### config.mk
export PLATFORM = sky130hd
export DESIGN_NAME = csrm_front
export DESIGN_NICKNAME = d
export VERILOG_FILES = /design/src/design/csrm_pkg.sv /design/src/design/csrm_front.sv
export SDC_FILE = /design/constraint.sdc
export NUM_CORES = 1
export LEC_CHECK = 0
export BUFFER_PORTS_ARGS = -buffer_cell sky130_fd_sc_hd__buf_2
export CAP_MARGIN = 0
export CORE_ASPECT_RATIO = 0.75
export CORE_MARGIN = 1
export CORE_UTILIZATION = 36
export DETAILED_ROUTE_END_ITERATION = 7
export GPL_ROUTABILITY_DRIVEN = 0
export HOLD_SLACK_MARGIN = 0.12
export SETUP_SLACK_MARGIN = 0.05
export SYNTH_ARGS = -nofsm -noshare
export SYNTH_HDL_FRONTEND = slang
export SYNTH_SLANG_ARGS = --single-unit
### constraint.sdc
create_clock -name clk -period 3.9 [get_ports clk]
set_input_delay 0.195 -clock clk [delete_from_list [all_inputs] [get_ports clk]]
set_output_delay 0.195 -clock clk [all_outputs]
set_load 0.05 [all_outputs]
### src/design/csrm_pkg.sv
// Package for the class-split running mean block: payload structs, sizes, codes.
// Used by every module under design/; depends on nothing else.

package csrm_pkg;

  localparam int MAX_DIM_DEFAULT    = 64;
  localparam int COUNT_BITS_DEFAULT = 17;

  localparam int FEAT_W   = 16;
  localparam int ELEM_W   = 6;
  localparam int DIM_W    = 7;
  localparam int PERIOD_W = 16;

  localparam logic [PERIOD_W-1:0] PERIOD_RESET = 16'd10;
  localparam logic [DIM_W-1:0]    DIM_RESET    = 7'd40;

  // Register index codes, decoded from paddr[2].
  localparam logic REG_PERIOD = 1'b0;
  localparam logic REG_DIM    = 1'b1;

  localparam int QUEUE_DEPTH = 2;

  typedef struct packed {
    logic signed [FEAT_W-1:0] feature_value;
    logic [ELEM_W-1:0]        element_index;
    logic signed [FEAT_W-1:0] score_a;
    logic signed [FEAT_W-1:0] score_b;
    logic signed [FEAT_W-1:0] score_c;
    logic                     first_frame;
    logic                     last_frame;
  } in_item_t;

  typedef struct packed {
    logic [ELEM_W-1:0]        out_index;
    logic signed [FEAT_W-1:0] speech_mean;
    logic signed [FEAT_W-1:0] noise_mean;
    logic                     end_of_vector;
    logic                     end_of_utterance;
  } out_item_t;

  // One classified element on its way from the front to the back.
  typedef struct packed {
    logic [ELEM_W-1:0]        elem;
    logic signed [FEAT_W-1:0] value;
    logic                     noise;
    logic                     drop;
    logic                     first;
    logic                     emit;
    logic                     last;
    logic                     eov;
  } work_item_t;

  typedef enum logic [1:0] {
    BK_IDLE,
    BK_UPDATE,
    BK_DIVIDE
  } back_state_t;

endpackage

### src/design/csrm_front.sv
// Front end: accepts elements, classifies frames at their first element,
// keeps frame counts and the period phase. Depends on csrm_pkg.

module csrm_front #(
  parameter int MAX_DIM    = csrm_pkg::MAX_DIM_DEFAULT,
  parameter int COUNT_BITS = csrm_pkg::COUNT_BITS_DEFAULT
) (
  input  logic                              clk,
  input  logic                              rst,
  input  logic                              in_valid,
  output logic                              in_stall,
  input  csrm_pkg::in_item_t                in_data,
  input  logic [csrm_pkg::PERIOD_W-1:0]     period_frames,
  input  logic [csrm_pkg::DIM_W-1:0]        frame_dim,
  input  logic                              q_full,
  output logic                              push,
  output csrm_pkg::work_item_t              entry,
  output logic [COUNT_BITS-1:0]             speech_count,
  output logic [COUNT_BITS-1:0]             noise_count
);
  import csrm_pkg::*;

  localparam int DEPTH = (MAX_DIM < 64) ? MAX_DIM : 64;
  localparam logic [DIM_W-1:0]      DIM_CAP = DIM_W'(DEPTH);
  localparam logic [COUNT_BITS-1:0] CMAX    = {COUNT_BITS{1'b1}};

  // Per-frame latches and counters.
  logic                  lat_noise;
  logic                  lat_drop;
  logic                  lat_first;
  logic                  lat_last;
  logic                  lat_emit;
  logic [COUNT_BITS-1:0] sp_cnt;
  logic [COUNT_BITS-1:0] no_cnt;
  logic [PERIOD_W-1:0]   phase;

  logic [DIM_W-1:0]      dim;
  logic                  accept;
  logic                  in_range;
  logic                  head;
  logic                  noise_h;
  logic                  drop_h;
  logic                  emit_h;
  logic [PERIOD_W-1:0]   per;
  logic [PERIOD_W-1:0]   phase_base;
  logic [PERIOD_W:0]     phase_inc;
  logic [COUNT_BITS-1:0] sp_base;
  logic [COUNT_BITS-1:0] no_base;
  logic [COUNT_BITS-1:0] sp_cnt_next;
  logic [COUNT_BITS-1:0] no_cnt_next;
  logic [PERIOD_W-1:0]   phase_next;

  always_comb begin
    dim = frame_dim;
    if (dim == '0) begin
      dim = DIM_W'(1);
    end
    if (dim > DIM_CAP) begin
      dim = DIM_CAP;
    end
  end

  assign in_stall = q_full;
  assign accept   = in_valid && !q_full;
  assign in_range = ({1'b0, in_data.element_index} < dim);
  assign head     = (in_data.element_index == '0);

  assign noise_h    = (in_data.score_a > in_data.score_b) ||
                      (in_data.score_c > in_data.score_b);
  assign per        = (period_frames == '0) ? PERIOD_W'(1) : period_frames;
  assign sp_base    = in_data.first_frame ? '0 : sp_cnt;
  assign no_base    = in_data.first_frame ? '0 : no_cnt;
  assign phase_base = in_data.first_frame ? '0 : phase;
  assign phase_inc  = {1'b0, phase_base} + (PERIOD_W + 1)'(1);
  assign drop_h     = noise_h ? (no_base == CMAX) : (sp_base == CMAX);
  assign emit_h     = in_data.last_frame || (phase_inc >= {1'b0, per});
  assign phase_next = emit_h ? '0 : phase_inc[PERIOD_W-1:0];

  always_comb begin
    sp_cnt_next = sp_base;
    no_cnt_next = no_base;
    if (!drop_h) begin
      if (noise_h) begin
        no_cnt_next = no_base + COUNT_BITS'(1);
      end else begin
        sp_cnt_next = sp_base + COUNT_BITS'(1);
      end
    end
  end

  // The queue entry carries the frame's class and the counts after this frame.
  assign push          = accept && in_range;
  assign entry.elem    = in_data.element_index;
  assign entry.value   = in_data.feature_value;
  assign entry.noise   = head ? noise_h : lat_noise;
  assign entry.drop    = head ? drop_h : lat_drop;
  assign entry.first   = head ? in_data.first_frame : lat_first;
  assign entry.emit    = head ? emit_h : lat_emit;
  assign entry.last    = head ? in_data.last_frame : lat_last;
  assign entry.eov     = ({1'b0, in_data.element_index} == (dim - DIM_W'(1)));
  assign speech_count  = head ? sp_cnt_next : sp_cnt;
  assign noise_count   = head ? no_cnt_next : no_cnt;

  always_ff @(posedge clk) begin
    if (rst) begin
      lat_noise <= 1'b0;
      lat_drop  <= 1'b0;
      lat_first <= 1'b0;
      lat_last  <= 1'b0;
      lat_emit  <= 1'b0;
      sp_cnt    <= '0;
      no_cnt    <= '0;
      phase     <= '0;
    end else if (push && head) begin
      lat_noise <= noise_h;
      lat_drop  <= drop_h;
      lat_first <= in_data.first_frame;
      lat_last  <= in_data.last_frame;
      lat_emit  <= emit_h;
      sp_cnt    <= sp_cnt_next;
      no_cnt    <= no_cnt_next;
      phase     <= phase_next;
    end
  end

endmodule

# --- Yosys cells after proc, flatten, opt, wreduce, memory -nomap -nowiden ---
# Index checks and enable logic that the tools add are counted.
word_totals:
  out_inout_bits: 64
  reg_bits: 55
  elab_cells: 48
classes:
  add_sub_neg: 4
  n_reduce_logical: 9
  muxes: 19
  eq_ne: 3
  magnitude_cmp: 5
ops:
  columns: ["op", "n"]
  rows:
  - ["17-bit two-way mux", 8]
  - ["16-bit two-way mux", 3]
  - ["17-bit by 1-bit adder with 17-bit output, second input constant", 2]
  - ["17-bit == test, second input constant", 2]
  - ["16-bit > comparator", 2]
  - ["16-bit by 1-bit adder with 17-bit output, second input constant", 1]
  - ["17-bit by 16-bit greater-or-equal comparator with 1-bit output", 1]
  - ["16-bit zero test", 1]
  - ["7-bit two-way mux", 2]
  - ["6-bit by 7-bit == test with 1-bit output", 1]
  - ["7-bit > comparator, second input constant", 1]
  - ["7-bit zero test", 1]
  - ["6-bit by 7-bit less-than comparator with 1-bit output", 1]
  - ["7-bit by 1-bit subtractor with 7-bit output, second input constant", 1]
  - ["6-bit zero test", 1]
  - ["1-bit two-way mux", 6]
  - ["1-bit logical AND", 3]
  - ["1-bit logical OR", 2]
  - ["1-bit zero test", 1]

# --- Logic depth before layout (Yosys ltp) ---
depth:
  word_depth: 7
  depth_mapped: 20

# --- Worst setup path after synthesis ---
# Ideal clock, no wire load.
synth_path:
  kind: "input port to output port"
  startpoint: "input port in_data[1] (netlist bit)"
  endpoint: "output port entry[2] (netlist bit)"
  required_ns: 3.705
  path_buffers: 4
  cell_stages: 19
  arrival_time_ns: 4.167
  setup_slack_ns: -0.462
  path_cell_list: "buf_4 -> clkbuf_1 -> clkbuf_1 -> clkbuf_1 -> nor2b_1 -> ha_1 -> and3_1 -> and3_1 -> and3_1 -> xor2_1 -> inv_1 -> ha_1 -> a21o_1 -> a21o_1 -> a21oi_1 -> nand2_1 -> nand4_1 -> or2_2 -> a31oi_1"
synth_lines:
  columns: ["item", "line", "rtl"]
  rows:
  - ["start, declared", "csrm_front.sv:12", "input csrm_pkg::in_item_t in_data,"]
  - ["end, declared", "csrm_front.sv:17", "output csrm_pkg::work_item_t entry,"]

==> summary.md <==
| Metric | Value |
|---|---|
| Initial DRC Count | `487` |
| Sw frac | `30.5%` |
| # fillers | `1659` |
| Most common cell after layout, fill and taps aside | `buf_2` |
| Multi-input logic area | `4320 sq um` |
| Wire per inst | `15.7 um` |
| F_max | `274 MHz` |
| Antenna violations before repair | `0` |
| Congestion Overflow GR | `0` |
| DP HPWL | `13000 um` |
| RSZ-0062 raised after global routing | `false` |
| Worst Hold Class | `primary input to register` |
| Layout cell share with drive strength beyond 1 | `19.7%` |
| Clk buf depth | `2` |
| TritonCTS Buffers | `5` |
| Failing checks | `design-rule violations` |
| Library cells used by synthesis | `67` |
| Syn_nets | `1004` |
| Commonest cells after routing, fill and taps aside | `129 x buf_2, 88 x nand2_1, 67 x inv_1, 58 x ha_1, 55 x dfxtp_1` |
| Sequential cell area fraction in the yosys report | `18.1%` |
| Die W | `152 um` |
| Ys async rst share | `0%` |
| All-Layer GR Usage | `20.5%` |
| CTS tree | `built` |
| Largest net degree at the start of global routing | `61` |
| Num ports | `163` |
| Later-pin clock latency in the skew report | `0.31 ns` |
| Startpoint Class | `register` |
| Logic pwr share | `22.0%` |
| Synth warn | `0` |
| Clock Skews | `0.0103 ns` |
| Post-route ant nets | `0` |
| CP Class | `register to primary output` |
| Register area | `1100 sq um` |
| Vias in the first global route | `5793` |
| Core outline area | `16300 sq um` |
| H-tree depth | `2` |
| P_int | `984 uW` |
| Worst EP arrival | `3.45 ns` |
| Period minus WS final | `3.65 ns` |
| Status | `finished with violations` |
| Initial core utilization | `37.4%` |
| Die footprint | `17400 sq um` |
| Clk root buf | `clkbuf_16` |
| Final setup fails | `0` |
| First-pass GRT wire length | `29500 um` |
| Pre-Repair DR Iteration Count | `7` |
| Clock power share | `38.4%` |
| Cells after synthesis | `847` |
| EDFF count, synth | `0` |
| Post-synth top flop | `dfxtp_1` |
| Max-slew headroom | `28.8%` |
| IO buf count | `130` |
| #FFs+latches synth | `55` |
| Worst EP required | `3.70 ns` |
| Sequential share of power | `39.7%` |
| Synth Area per Inst | `7.18 sq um` |
| Chip height | `115 um` |
| P&R area growth vs syn | `14.5%` |
| Antenna Cells | `0` |
| Pwr Density | `203 nW/um^2` |
| Nets | `1079` |
| TNS Setup | `0 ns` |
| Final Hold Viols | `0` |
| Clock-pin slew on the worst setup and hold paths | `0.07 ns` |
| Final Max Slew Viols | `0` |
| Vias per inst | `5.76` |
| Vias | `6521` |
| Maxcap violations | `0` |
| Total net switching power | `431 uW` |
| Leak pwr | `0.00307 uW` |
| Mapped Area | `6080 sq um` |
| Clock sinks | `55` |
| Critical Path Sink Type | `primary output` |
| Final wirelength | `17800 um` |
| DR DRC count | `7` |
| Max Fanout on Critical Path | `4` |
| Slew @ Worst Pin | `1.06 ns` |
| Hold_ws | `0.178 ns` |
| Worst VDD drop | `0.000210 V` |
| Final Cycle Share | `93.5%` |
| Row cnt | `40` |
[power groups by stage]
stage	clock network (uW)	logic [uW]	registers (uW)
2_1_floorplan	0	245	575
3_3_place_gp	0	308	575
3_5_place_dp	0	310	575
4_1_cts	552	310	561
5_1_grt	574	348	562
6_report	543	311	561
[cell usage after synthesis, drive strengths merged, types with 3 or more instances]
| cell | n | area share, % |
|---|---|---|
| nand2 | 88 | 5.4 |
| inv | 67 | 4.1 |
| ha | 58 | 12 |
| dfxtp | 55 | 18 |
| nand4 | 47 | 4.8 |
| nand3 | 46 | 3.8 |
| nor2 | 44 | 2.7 |
| buf | 41 | 4.6 |
| clkbuf | 41 | 2.6 |
| a31oi | 36 | 3.7 |
| a21oi | 26 | 2.1 |
| o211ai | 25 | 3.1 |
| o21ai | 25 | 2.1 |
| nor3 | 24 | 2.0 |
| and3 | 21 | 2.2 |
| or4 | 18 | 2.2 |
| nor2b | 14 | 1.5 |
| o2bb2ai | 14 | 2.0 |
| nand2b | 12 | 1.3 |
| a211o | 10 | 1.4 |
| nor4 | 10 | 1.3 |
| xnor2 | 10 | 1.4 |
| a21o | 9 | 1.1 |
| xor2 | 9 | 1.3 |
| a211oi | 8 | 0.99 |
| nand4b | 8 | 1.2 |
| o311ai | 8 | 1.3 |
| or2 | 8 | 0.82 |
| and2 | 6 | 0.66 |
| and4 | 5 | 0.80 |
| a32oi | 4 | 0.58 |
| o221ai | 4 | 0.58 |
| or3 | 4 | 0.41 |
| a2111oi | 3 | 0.43 |
| a22oi | 3 | 0.37 |
| a41oi | 3 | 0.43 |
| mux2i | 3 | 0.49 |
| nor4b | 3 | 0.43 |
| o21bai | 3 | 0.37 |
| o31ai | 3 | 0.37 |
[routing by layer]
| metal | track usage (%) | part of all wire [%] |
|---|---|---|
| met1 | 29.2 | 50 |
| met2 | 33.2 | 44 |
| met3 | 3.03 | 5.7 |
| met4 | 2.99 | 0.43 |
| met5 | 0 | 0 |
[sequential cells by signal, indices dropped and copies added, names as in the netlist]
register   cells
sp_cnt        17
lat_drop       1
phase         16
lat_noise      1
lat_first      1
lat_emit       1
lat_last       1
no_cnt        17
[worst max-delay path, cell delays in order (launching register included)]
cell and delay [ns]:
dfxtp_1 0.35, nand2b_1 0.11, inv_1 0.11, ha_1 0.19
and3_1 0.20, and3_4 0.21, and3_4 0.21, xor2_1 0.18
inv_1 0.07, ha_1 0.30, a21o_1 0.11, a21o_1 0.10
a21oi_1 0.08, nand2_1 0.06, nand4_1 0.14, or2_2 0.33
a31oi_2 0.20, buf_6 0.18
[cells by family after synthesis]
family	share of synthesized area, %
and+or+nand+nor	32.2
DFF	18.1
AOI/OAI and AO/OA	23.0
muxes	0.494
xor gates and xnor gates	2.74
adders and majority gates	11.9
buffers and inverters	11.5
[cell type report]
class | instances | area share [%]
Multi-Input combinational cell | 641 | 62.1
Sequential cell | 55 | 15.8
Timing Repair Buffer | 151 | 12.2
Tap cell | 210 | 3.77
Inverter | 68 | 3.67
Clock buffer | 5 | 1.80
Clock inverter | 3 | 0.629
[timing repair]
action | in CTS | in global routing
setup buffers | 0 | 0
endpoints found under the hold margin | 0 | 0
resized for setup | 0 | 8
setup endpoints to repair | 0 | 1
hold buffers | 0 | 0
[path summary, 6_finish.rpt]
path	startpoint	endpoint	slack [ns]	cells past startpoint
worst max-delay path	phase[0]	entry[2]	0.25	17
worst min-delay path	in_data[0]	lat_last	0.18	3
worst max register to register	phase[0]	phase[15]	0.48	18
worst min register to register	lat_last	lat_last	0.46	2
[stage by stage]
| step | power [uW] | cell area [sq um] | worst slack [ns] | cells | util (%) |
|---|---|---|---|---|---|
| after floorplan | 820 | 6090 | 0.0454 | 847 | - |
| after global placement | 883 | 6770 | 0.360 | 1125 | 41.6 |
| after detailed placement | 885 | 6770 | 0.384 | 1125 | 41.6 |
| after CTS | 1420 | 6930 | 0.145 | 1133 | 42.6 |
| after global routing | 1480 | 6960 | 0.0509 | 1133 | 42.8 |
| final | 1420 | 6960 | 0.252 | 1133 | 42.8 |
No activity file was read; power rests on OpenSTA's default activity.
