**config.mk**
```make
export PLATFORM = sky130hd
export DESIGN_NAME = csrm_queue
export DESIGN_NICKNAME = d
export VERILOG_FILES = /design/src/design/csrm_pkg.sv /design/src/design/csrm_queue.sv
export SDC_FILE = /design/constraint.sdc
export NUM_CORES = 1
export LEC_CHECK = 0
export ABC_AREA = 1
export BUFFER_PORTS_ARGS = -buffer_cell sky130_fd_sc_hd__clkbuf_2
export CORE_UTILIZATION = 53
export CTS_BUF_LIST = sky130_fd_sc_hd__clkbuf_4 sky130_fd_sc_hd__clkbuf_8
export CTS_CLUSTER_SIZE = 16
export DETAILED_ROUTE_END_ITERATION = 10
export PLACE_DENSITY = 0.9
export SETUP_SLACK_MARGIN = 0.02
export SLEW_MARGIN = 20
export SYNTH_ARGS = -nofsm -noshare
export SYNTH_HDL_FRONTEND = slang
export SYNTH_SLANG_ARGS = --single-unit
```
**constraint.sdc**
```tcl
create_clock -name clk -period 1.4 [get_ports clk]
set_input_delay 0.28 -clock clk [delete_from_list [all_inputs] [get_ports clk]]
set_output_delay 0.28 -clock clk [all_outputs]
set_load 0.01 [all_outputs]
```
**src/design/csrm_pkg.sv**
```systemverilog
// Package for the class-split running mean block: payload structs, sizes, codes.
// Used by every module under design/; depends on nothing else.

package csrm_pkg;

  localparam int MAX_DIM_DEFAULT    = 64;
  localparam int COUNT_BITS_DEFAULT = 17;

  localparam int FEAT_W   = 16;
  localparam int ELEM_W   = 6;
  localparam int DIM_W    = 7;
  localparam int PERIOD_W = 16;

  localparam logic [PERIOD_W-1:0] PERIOD_RESET = 16'd10;
  localparam logic [DIM_W-1:0]    DIM_RESET    = 7'd40;

  // Register index codes, decoded from paddr[2].
  localparam logic REG_PERIOD = 1'b0;
  localparam logic REG_DIM    = 1'b1;

  localparam int QUEUE_DEPTH = 2;

  typedef struct packed {
    logic signed [FEAT_W-1:0] feature_value;
    logic [ELEM_W-1:0]        element_index;
    logic signed [FEAT_W-1:0] score_a;
    logic signed [FEAT_W-1:0] score_b;
    logic signed [FEAT_W-1:0] score_c;
    logic                     first_frame;
    logic                     last_frame;
  } in_item_t;

  typedef struct packed {
    logic [ELEM_W-1:0]        out_index;
    logic signed [FEAT_W-1:0] speech_mean;
    logic signed [FEAT_W-1:0] noise_mean;
    logic                     end_of_vector;
    logic                     end_of_utterance;
  } out_item_t;

  // One classified element on its way from the front to the back.
  typedef struct packed {
    logic [ELEM_W-1:0]        elem;
    logic signed [FEAT_W-1:0] value;
    logic                     noise;
    logic                     drop;
    logic                     first;
    logic                     emit;
    logic                     last;
    logic                     eov;
  } work_item_t;

  typedef enum logic [1:0] {
    BK_IDLE,
    BK_UPDATE,
    BK_DIVIDE
  } back_state_t;

endpackage

```
**src/design/csrm_queue.sv**
```systemverilog
// Short first-in first-out queue between the front and the back.
// Depends on csrm_pkg for its depth.

module csrm_queue #(
  parameter int W = 8
) (
  input  logic         clk,
  input  logic         rst,
  input  logic         push,
  input  logic [W-1:0] push_data,
  output logic         full,
  input  logic         pop,
  output logic         valid,
  output logic [W-1:0] pop_data
);
  import csrm_pkg::*;

  localparam int PTR_W = (QUEUE_DEPTH > 1) ? $clog2(QUEUE_DEPTH) : 1;
  localparam int CNT_W = $clog2(QUEUE_DEPTH + 1);

  logic [W-1:0]     slots [QUEUE_DEPTH];
  logic [PTR_W-1:0] wr_ptr;
  logic [PTR_W-1:0] rd_ptr;
  logic [CNT_W-1:0] count;

  assign full     = (count == CNT_W'(QUEUE_DEPTH));
  assign valid    = (count != '0);
  assign pop_data = slots[rd_ptr];

  always_ff @(posedge clk) begin
    if (push) begin
      slots[wr_ptr] <= push_data;
    end
  end

  always_ff @(posedge clk) begin
    if (rst) begin
      wr_ptr <= '0;
      rd_ptr <= '0;
      count  <= '0;
    end else begin
      if (push) begin
        wr_ptr <= (wr_ptr == PTR_W'(QUEUE_DEPTH - 1)) ? '0 : wr_ptr + PTR_W'(1);
      end
      if (pop) begin
        rd_ptr <= (rd_ptr == PTR_W'(QUEUE_DEPTH - 1)) ? '0 : rd_ptr + PTR_W'(1);
      end
      unique case ({push, pop})
        2'b10:   count <= count + CNT_W'(1);
        2'b01:   count <= count - CNT_W'(1);
        default: count <= count;
      endcase
    end
  end

endmodule

```
* Yosys cells after proc, flatten, opt, wreduce, memory -nomap -nowiden
Memories as Yosys holds them, arrays and structs flattened. A register that Yosys moved wholly into a read port is not among the register bits.
Index checks and enable logic that the tools add are counted.
** Word-level totals
- Flip-flop bits (word level) :: 4
- Bits in latches :: 0
- Bits in writable memories :: 16
- ROM bits :: 0
- Output and inout port bits :: 10
- Logic and storage cells :: 20
- Memories :: 1
** Memory list
- slots :: words 2, bits a word 8, read ports 1, clocked after Yosys merged registers in 1, write ports 1, RTL line csrm_queue.sv:21 : logic [W-1:0] slots [QUEUE_DEPTH];
** Operators by class
- $add $sub $neg :: 4
- $mul :: 0
- Div/mod/pow operators :: 0
- Magnitude comparators :: 0
- Eq/ne operators :: 3
- Shifts and indexed selects :: 0
- Muxes and demuxes :: 7
- Bitwise gates (word level) :: 0
- Reductions and logical operators :: 2
** Operators with widths (number)
- 1-bit 2-to-1 mux :: 6
- 2-bit equality test (second input constant) :: 2
- 2-bit one-hot mux with 2 select lines :: 1
- 2-bit nonzero test :: 2
- 1-bit adder (second input constant) :: 2
- 2-bit by 1-bit adder with 2-bit output (second input constant) :: 1
- 2-bit by 1-bit equality test with 1-bit output (second input constant) :: 1
- 2-bit by 1-bit subtractor with 2-bit output (second input constant) :: 1

* Longest topological paths before layout
Gate-level depths: netlist of run 1.
- Depth after elaboration :: 4
- Gate-level depth with buffers :: 7
- Mapped depth without buffers :: 7

* Least setup slack after synthesis of run 1
Ideal clock, no wire load.
- Path type :: register -> register
- Start :: reg wr_ptr
- End :: mem slots[0][0] (enable)
- Library setup time :: 0.370 ns
- Arrival time :: 0.687 ns
- Required time :: 1.030 ns
- Setup slack :: 0.342 ns
- Stages on the path, launching flop included :: 2
- Buffers on the path :: 0
- Clock period less this slack :: 1.058 ns
- Cells stage by stage :: dfxtp_1 > nor2_1
** RTL lines
- from (decl) :: RTL line csrm_queue.sv:22 : logic [PTR_W-1:0] wr_ptr;
- from (signal assigned) :: RTL line csrm_queue.sv:43 : wr_ptr <= (wr_ptr == PTR_W'(QUEUE_DEPTH - 1)) ? '0 : wr_ptr + PTR_W'(1);
- to (decl) :: RTL line csrm_queue.sv:21
No word-level cell before the write port.

==> metrics.txt, run 1 <==
status finished, violations left; failing checks setup timing; post-synthesis sequential area ratio 0.694; Final Hold Viols 0; TritonCTS Buffers 3; final core utilization 0.743; Pleak 0.461 nW; row cnt 13; initial antenna violation count 0; Area Overhead vs Synth 22.7%; number of diodes 0; fillcell total 88; via count 514; final setup vio count 8; Max-cap violations 0; P_sw 0.275 mW; DIE AREA 0.00174 mm^2; CP Capture Type primary output; starting DRC count in detailed routing 22; sequential share of power 0.596; RePlAce Congestion 0.641; post-CTS setup buffers 0; reg2reg end slots[1][4]; crit-path max FO 8; starting density of the core 0.605; Port Buf Inserts 21; die height 41.7 um; Final nets 98; FF-to-FF path depth 2; Syn Nets 71; GRT Util Overall 0.159; final setup TNS -0.556 ns; placed cell area 977 um^2; DRC 0; CTS tree done; post-route ant nets 0; crit path DAT 1.19 ns; share of layout cells above drive strength 1 0.429; clock root buffer master clkbuf_4; Place WS 0.216 ns; hpwl dp 981 um; Tmin final 1.47 ns; period utilisation layout 1.05; Final WS setup -0.0734 ns; num ports 22; vias in the first global route 517; CP Data Required Time 1.12 ns; Rel. slew slack 0.772; Critical R2R Launch wr_ptr; drt via density 5.19; GRT overflow 0; R2R setup slack 0.38 ns; clk slew on worst S/H paths 0.11 ns; critical hold path startpoint push_data[0]; Sw Share 0.224; worst-margin pin slew 0.342 ns; Clock Sinks 21; WS Path Type reg -> out; routed len/inst 12.6 um; fmax 679 MHz; number of H-tree levels 1; clock share of power 0.239; Design Area, Final 0.00103 mm^2; PD cells 1200 mW/mm^2; Ys Warns 0; first-pass GRT wire length 2.06 mm; Pre-antenna DRT Iters 4; Pint 0.953 mW; max-slew violations 0; Mapped Cells 58; synthesized cell area 837 um^2; Routed WL 1.24 mm; maximum vdd drop 0.000905 V; unrepaired setup endpoints after global routing true; Cell variety after synth 13; latest clock arrival within the worst-skew pair 0.29 ns; logic gate share of total power 0.164; Critical Path Sink pop_data[2]; Yosys reg bits 21; synthesized area per cell 14.4 um^2; Layout Skew 0.00376 ns; CORE AREA 0.00138 mm^2; Die W 41.7 um; Max clock buf depth 2; pin count of the biggest net entering global routing 12; Hold Path Class in -> reg; Startpoint Class flip-flop
## flip-flops by register name, indices dropped and copies added (netlist names), named ones only
register,count
count,2
rd_ptr,1
slots,16
wr_ptr,1
## metrics by stage
stage          hold WS (ns)  power (mW)  std cells
5_1_grt               0.153        1.28         99
6_report              0.172        1.23         99
4_1_cts               0.170        1.22         99
3_3_place_gp          0.470       0.926         95
2_1_floorplan         0.352       0.860         58
3_5_place_dp          0.478       0.939         95
## timing repair
| item | CTS | global route |
|---|---|---|
| resized for setup | 1 | 6 |
| setup endpoints to repair | 8 | 8 |
| hold buffers | 0 | 0 |
| hold endpoints to repair | 0 | 0 |
## worst max-delay path, cell delays in order (launching register included)
cell	delay [ns]
dfxtp_2	0.35
buf_12	0.13
mux2_4	0.30
clkbuf_2	0.12
## power by group through the flow
| stage | sequential [mW] | combinational (mW) | clock, mW |
|---|---|---|---|
| final | 0.732 | 0.202 | 0.294 |
| after detailed placement | 0.746 | 0.194 | 0 |
| after global routing | 0.737 | 0.220 | 0.327 |
| after global placement | 0.741 | 0.184 | 0 |
| after CTS | 0.732 | 0.194 | 0.296 |
| after floorplan | 0.739 | 0.121 | 0 |
## cell usage after synthesis (all sizes together)
cell | count | share of area
ha | 1 | 0.015
o21ai | 1 | 0.0060
edfxtp | 16 | 0.57
nand2 | 6 | 0.027
nand4 | 1 | 0.0075
nor3 | 1 | 0.0060
a21oi | 1 | 0.0060
nor2 | 9 | 0.040
buf | 1 | 0.013
xnor2 | 1 | 0.010
mux2 | 8 | 0.14
inv | 7 | 0.031
dfxtp | 5 | 0.12
## final cells by class
type                            instances  area [um^2]  share of cell area
Sequential cell                        21          582               0.566
Inverter                                7         26.3              0.0256
Tap cell                               15         18.8              0.0183
Clock buffer                            4         30.0              0.0292
Timing Repair Buffer                   23          151               0.147
Multi-Input combinational cell         29          219               0.213
## worst min path at each step
stage,to,cells after the start,slack (ns)
2_1_floorplan,flip-flop,1,0.35
3_3_place_gp,slots[0][7],1,0.47
3_5_place_dp,slots[1][1],1,0.48
4_1_cts,slots[1][1],1,0.17
5_1_grt,slots[0][1],1,0.15
6_report,slots[1][0],1,0.17
## per-layer routing
layer / share of wire / track usage / vias to the layer above / routed length (um)
met4: 0 / 0.0194 / 0 / 0
met3: 0.056 / 0.0696 / 0 / 70
met5: 0 / 0 / - / 0
met2: 0.55 / 0.313 / 21 / 681
li1: - / - / 253 / -
met1: 0.40 / 0.152 / 240 / 491
## kinds of logic after synthesis
logic type               synth area share
flip-flops                          0.694
AND/OR/NAND/NOR                    0.0807
XOR/XNOR                           0.0105
AO/OA/AOI/OAI                      0.0119
adder cells (fa/ha/maj)            0.0149
buffers and inverters              0.0448
multiplexers                        0.144
## placed cells by master (no fill, tap or decap), types with 3 or more instances in the layout
cell type  Yosys  routed
clkbuf_4       0       4
buf_6          1       3
nor2_1         9       9
edfxtp_1      16      16
mux2_4         8       8
dfxtp_1        5       4
inv_1          7       7
nand2_1        6       6
clkbuf_2       0      18
No activity file was read; power rests on OpenSTA's default activity.
==> inputs of run 2 (changes only) <==
- SKIP_LAST_GASP: default -> 1
- clock period: 1.4 -> 1.6 ns (I/O delays scaled with it)
==> run 2 against run 1 <==
The flow now finishes without violations. Combinational power down 20%. Critical endpoint is now pop_data[6]. Final area down 3.0%. Flip-flop and latch count unchanged. Critical path depth unchanged. Wire length down 3.9%. Setup slack better by 0.15 ns. Critical path type unchanged. Hold slack better by 0.042 ns. Register-to-register slack better by 0.21 ns. Clock power down 20%.
==> metrics.txt, run 2 (synthesized netlist as in run 1, its figures left out) <==
share of layout cells above drive strength 1 0.417; sequential share of power 0.616; max reg flops 16; CP Capture Type primary output; DIE AREA 0.00174 mm^2; Startpoint Class flip-flop; biggest regs slots: 16 flops, count: 2 flops; Final Hold Viols 0; Final nets 98; initial antenna violation count 0; Final WS setup 0.0745 ns; Place WS 0.368 ns; Pre-antenna DRT Iters 4; hpwl dp 930 um; CP Data Required Time 1.28 ns; DRC 0; CTS Hold Bufs 0; Hold Path Class in -> reg; final setup vio count 0; Sw Share 0.229; Layout Skew 0.00212 ns; period utilisation layout 0.953; logic gate share of total power 0.156; clock share of power 0.227; Pleak 0.452 nW; row cnt 13; vias in the first global route 520; die height 41.7 um; worst-margin pin slew 0.346 ns; P_sw 0.237 mW; max-slew violations 0; PD cells 1040 mW/mm^2; most frequent cells in the layout clkbuf_2 (21), edfxtp_1 (16), nor2_1 (9), mux2_4 (8), inv_1 (7); post-route ant nets 0; number of H-tree levels 1; final setup TNS 0 ns; commonest non-fill, non-tap cell in the layout clkbuf_2; Total Power 1.04 mW; CORE AREA 0.00138 mm^2; num ports 22; fillcell total 85; clk slew on worst S/H paths 0.11 ns; Routed WL 1.20 mm; drt via density 4.99; Area Overhead vs Synth 19.0%; fmax 656 MHz; register name with the most flops slots; GRT Util Overall 0.158; starting DRC count in detailed routing 12; maximum vdd drop 0.000697 V; crit path DAT 1.21 ns; Rel. slew slack 0.769; GRT overflow 0; unrepaired setup endpoints after global routing false; latest clock arrival within the worst-skew pair 0.29 ns; pin count of the biggest net entering global routing 13; Tmin final 1.53 ns; Clock Sinks 21; CTS tree done; status completed; final core utilization 0.720; clock root buffer master clkbuf_4; Pint 0.799 mW; Max-cap violations 0; Port Buf Inserts 21; first-pass GRT wire length 2.13 mm; TritonCTS Buffers 3; WS Path Type reg -> out; number of diodes 0; RePlAce Congestion 0.641; via count 494; Die W 41.7 um; routed len/inst 12.1 um; crit-path max FO 8; Hold Slack 0.214 ns; starting density of the core 0.605; Max clock buf depth 2
[run 2: changes by cell type in the layout (fill, tap and decap cells not counted)]
cell      before  now
clkbuf_4       4    3
clkbuf_2      18   21
buf_12         1    0
dfxtp_2        1    0
buf_6          3    1
clkinv_2       0    1
dfxtp_1        4    5
[run 2: final cells by class]
class / count / area (um^2) / share of cell area
clock buffers: 3 / 22.5 / 0.0226
well taps: 15 / 18.8 / 0.0188
repair buffers: 23 / 124 / 0.124
inverters: 7 / 26.3 / 0.0264
clock inverters: 1 / 5.00 / 0.00503
multi-input cells: 29 / 219 / 0.220
flip-flops and latches: 21 / 581 / 0.583
[run 2: stage by stage]
stage	cell area (um^2)	cells
global placement	965	95
detailed placement	965	95
CTS	992	99
floorplan	837	58
finish	996	99
global route	996	99
[run 2: worst paths after layout]
kind	from	depth (start not counted)	endpoint	slack (ns)
worst max-delay path	flip-flop	3	pop_data[6]	0.07
worst min-delay path	push_data[2]	1	slots[1][2]	0.21
worst max register to register	wr_ptr	2	slots[1][5]	0.59
worst min register to register	count[1]	2	count[1]	0.52
[run 2: power groups by stage]
stage               Clock (mW)  Sequential, mW  Combinational, mW
CTS                      0.240           0.638              0.162
detailed placement           0           0.651              0.162
finish                   0.236           0.638              0.162
floorplan                    0           0.647              0.106
global route             0.263           0.643              0.177
global placement             0           0.647              0.155
[run 2: critical path, cell delays in order, from the launching register on]
cell and delay, ns:
dfxtp_1 0.34, buf_6 0.15, mux2_4 0.30, clkbuf_2 0.13
[run 2: metal layers]
layer | vias to the layer above | wire (um) | global-route usage
li1 | 247 | - | -
met1 | 227 | 526 | 0.198
met2 | 18 | 597 | 0.275
met3 | 2 | 65 | 0.0348
met4 | 0 | 7 | 0.0387
met5 | - | 0 | 0
[run 2: timing repair]
item / CTS / global route
setup buffers: 0 / 0
endpoints found under the hold margin: 0 / 0
setup endpoints to repair: 0 / 8
resized for setup: 0 / 1
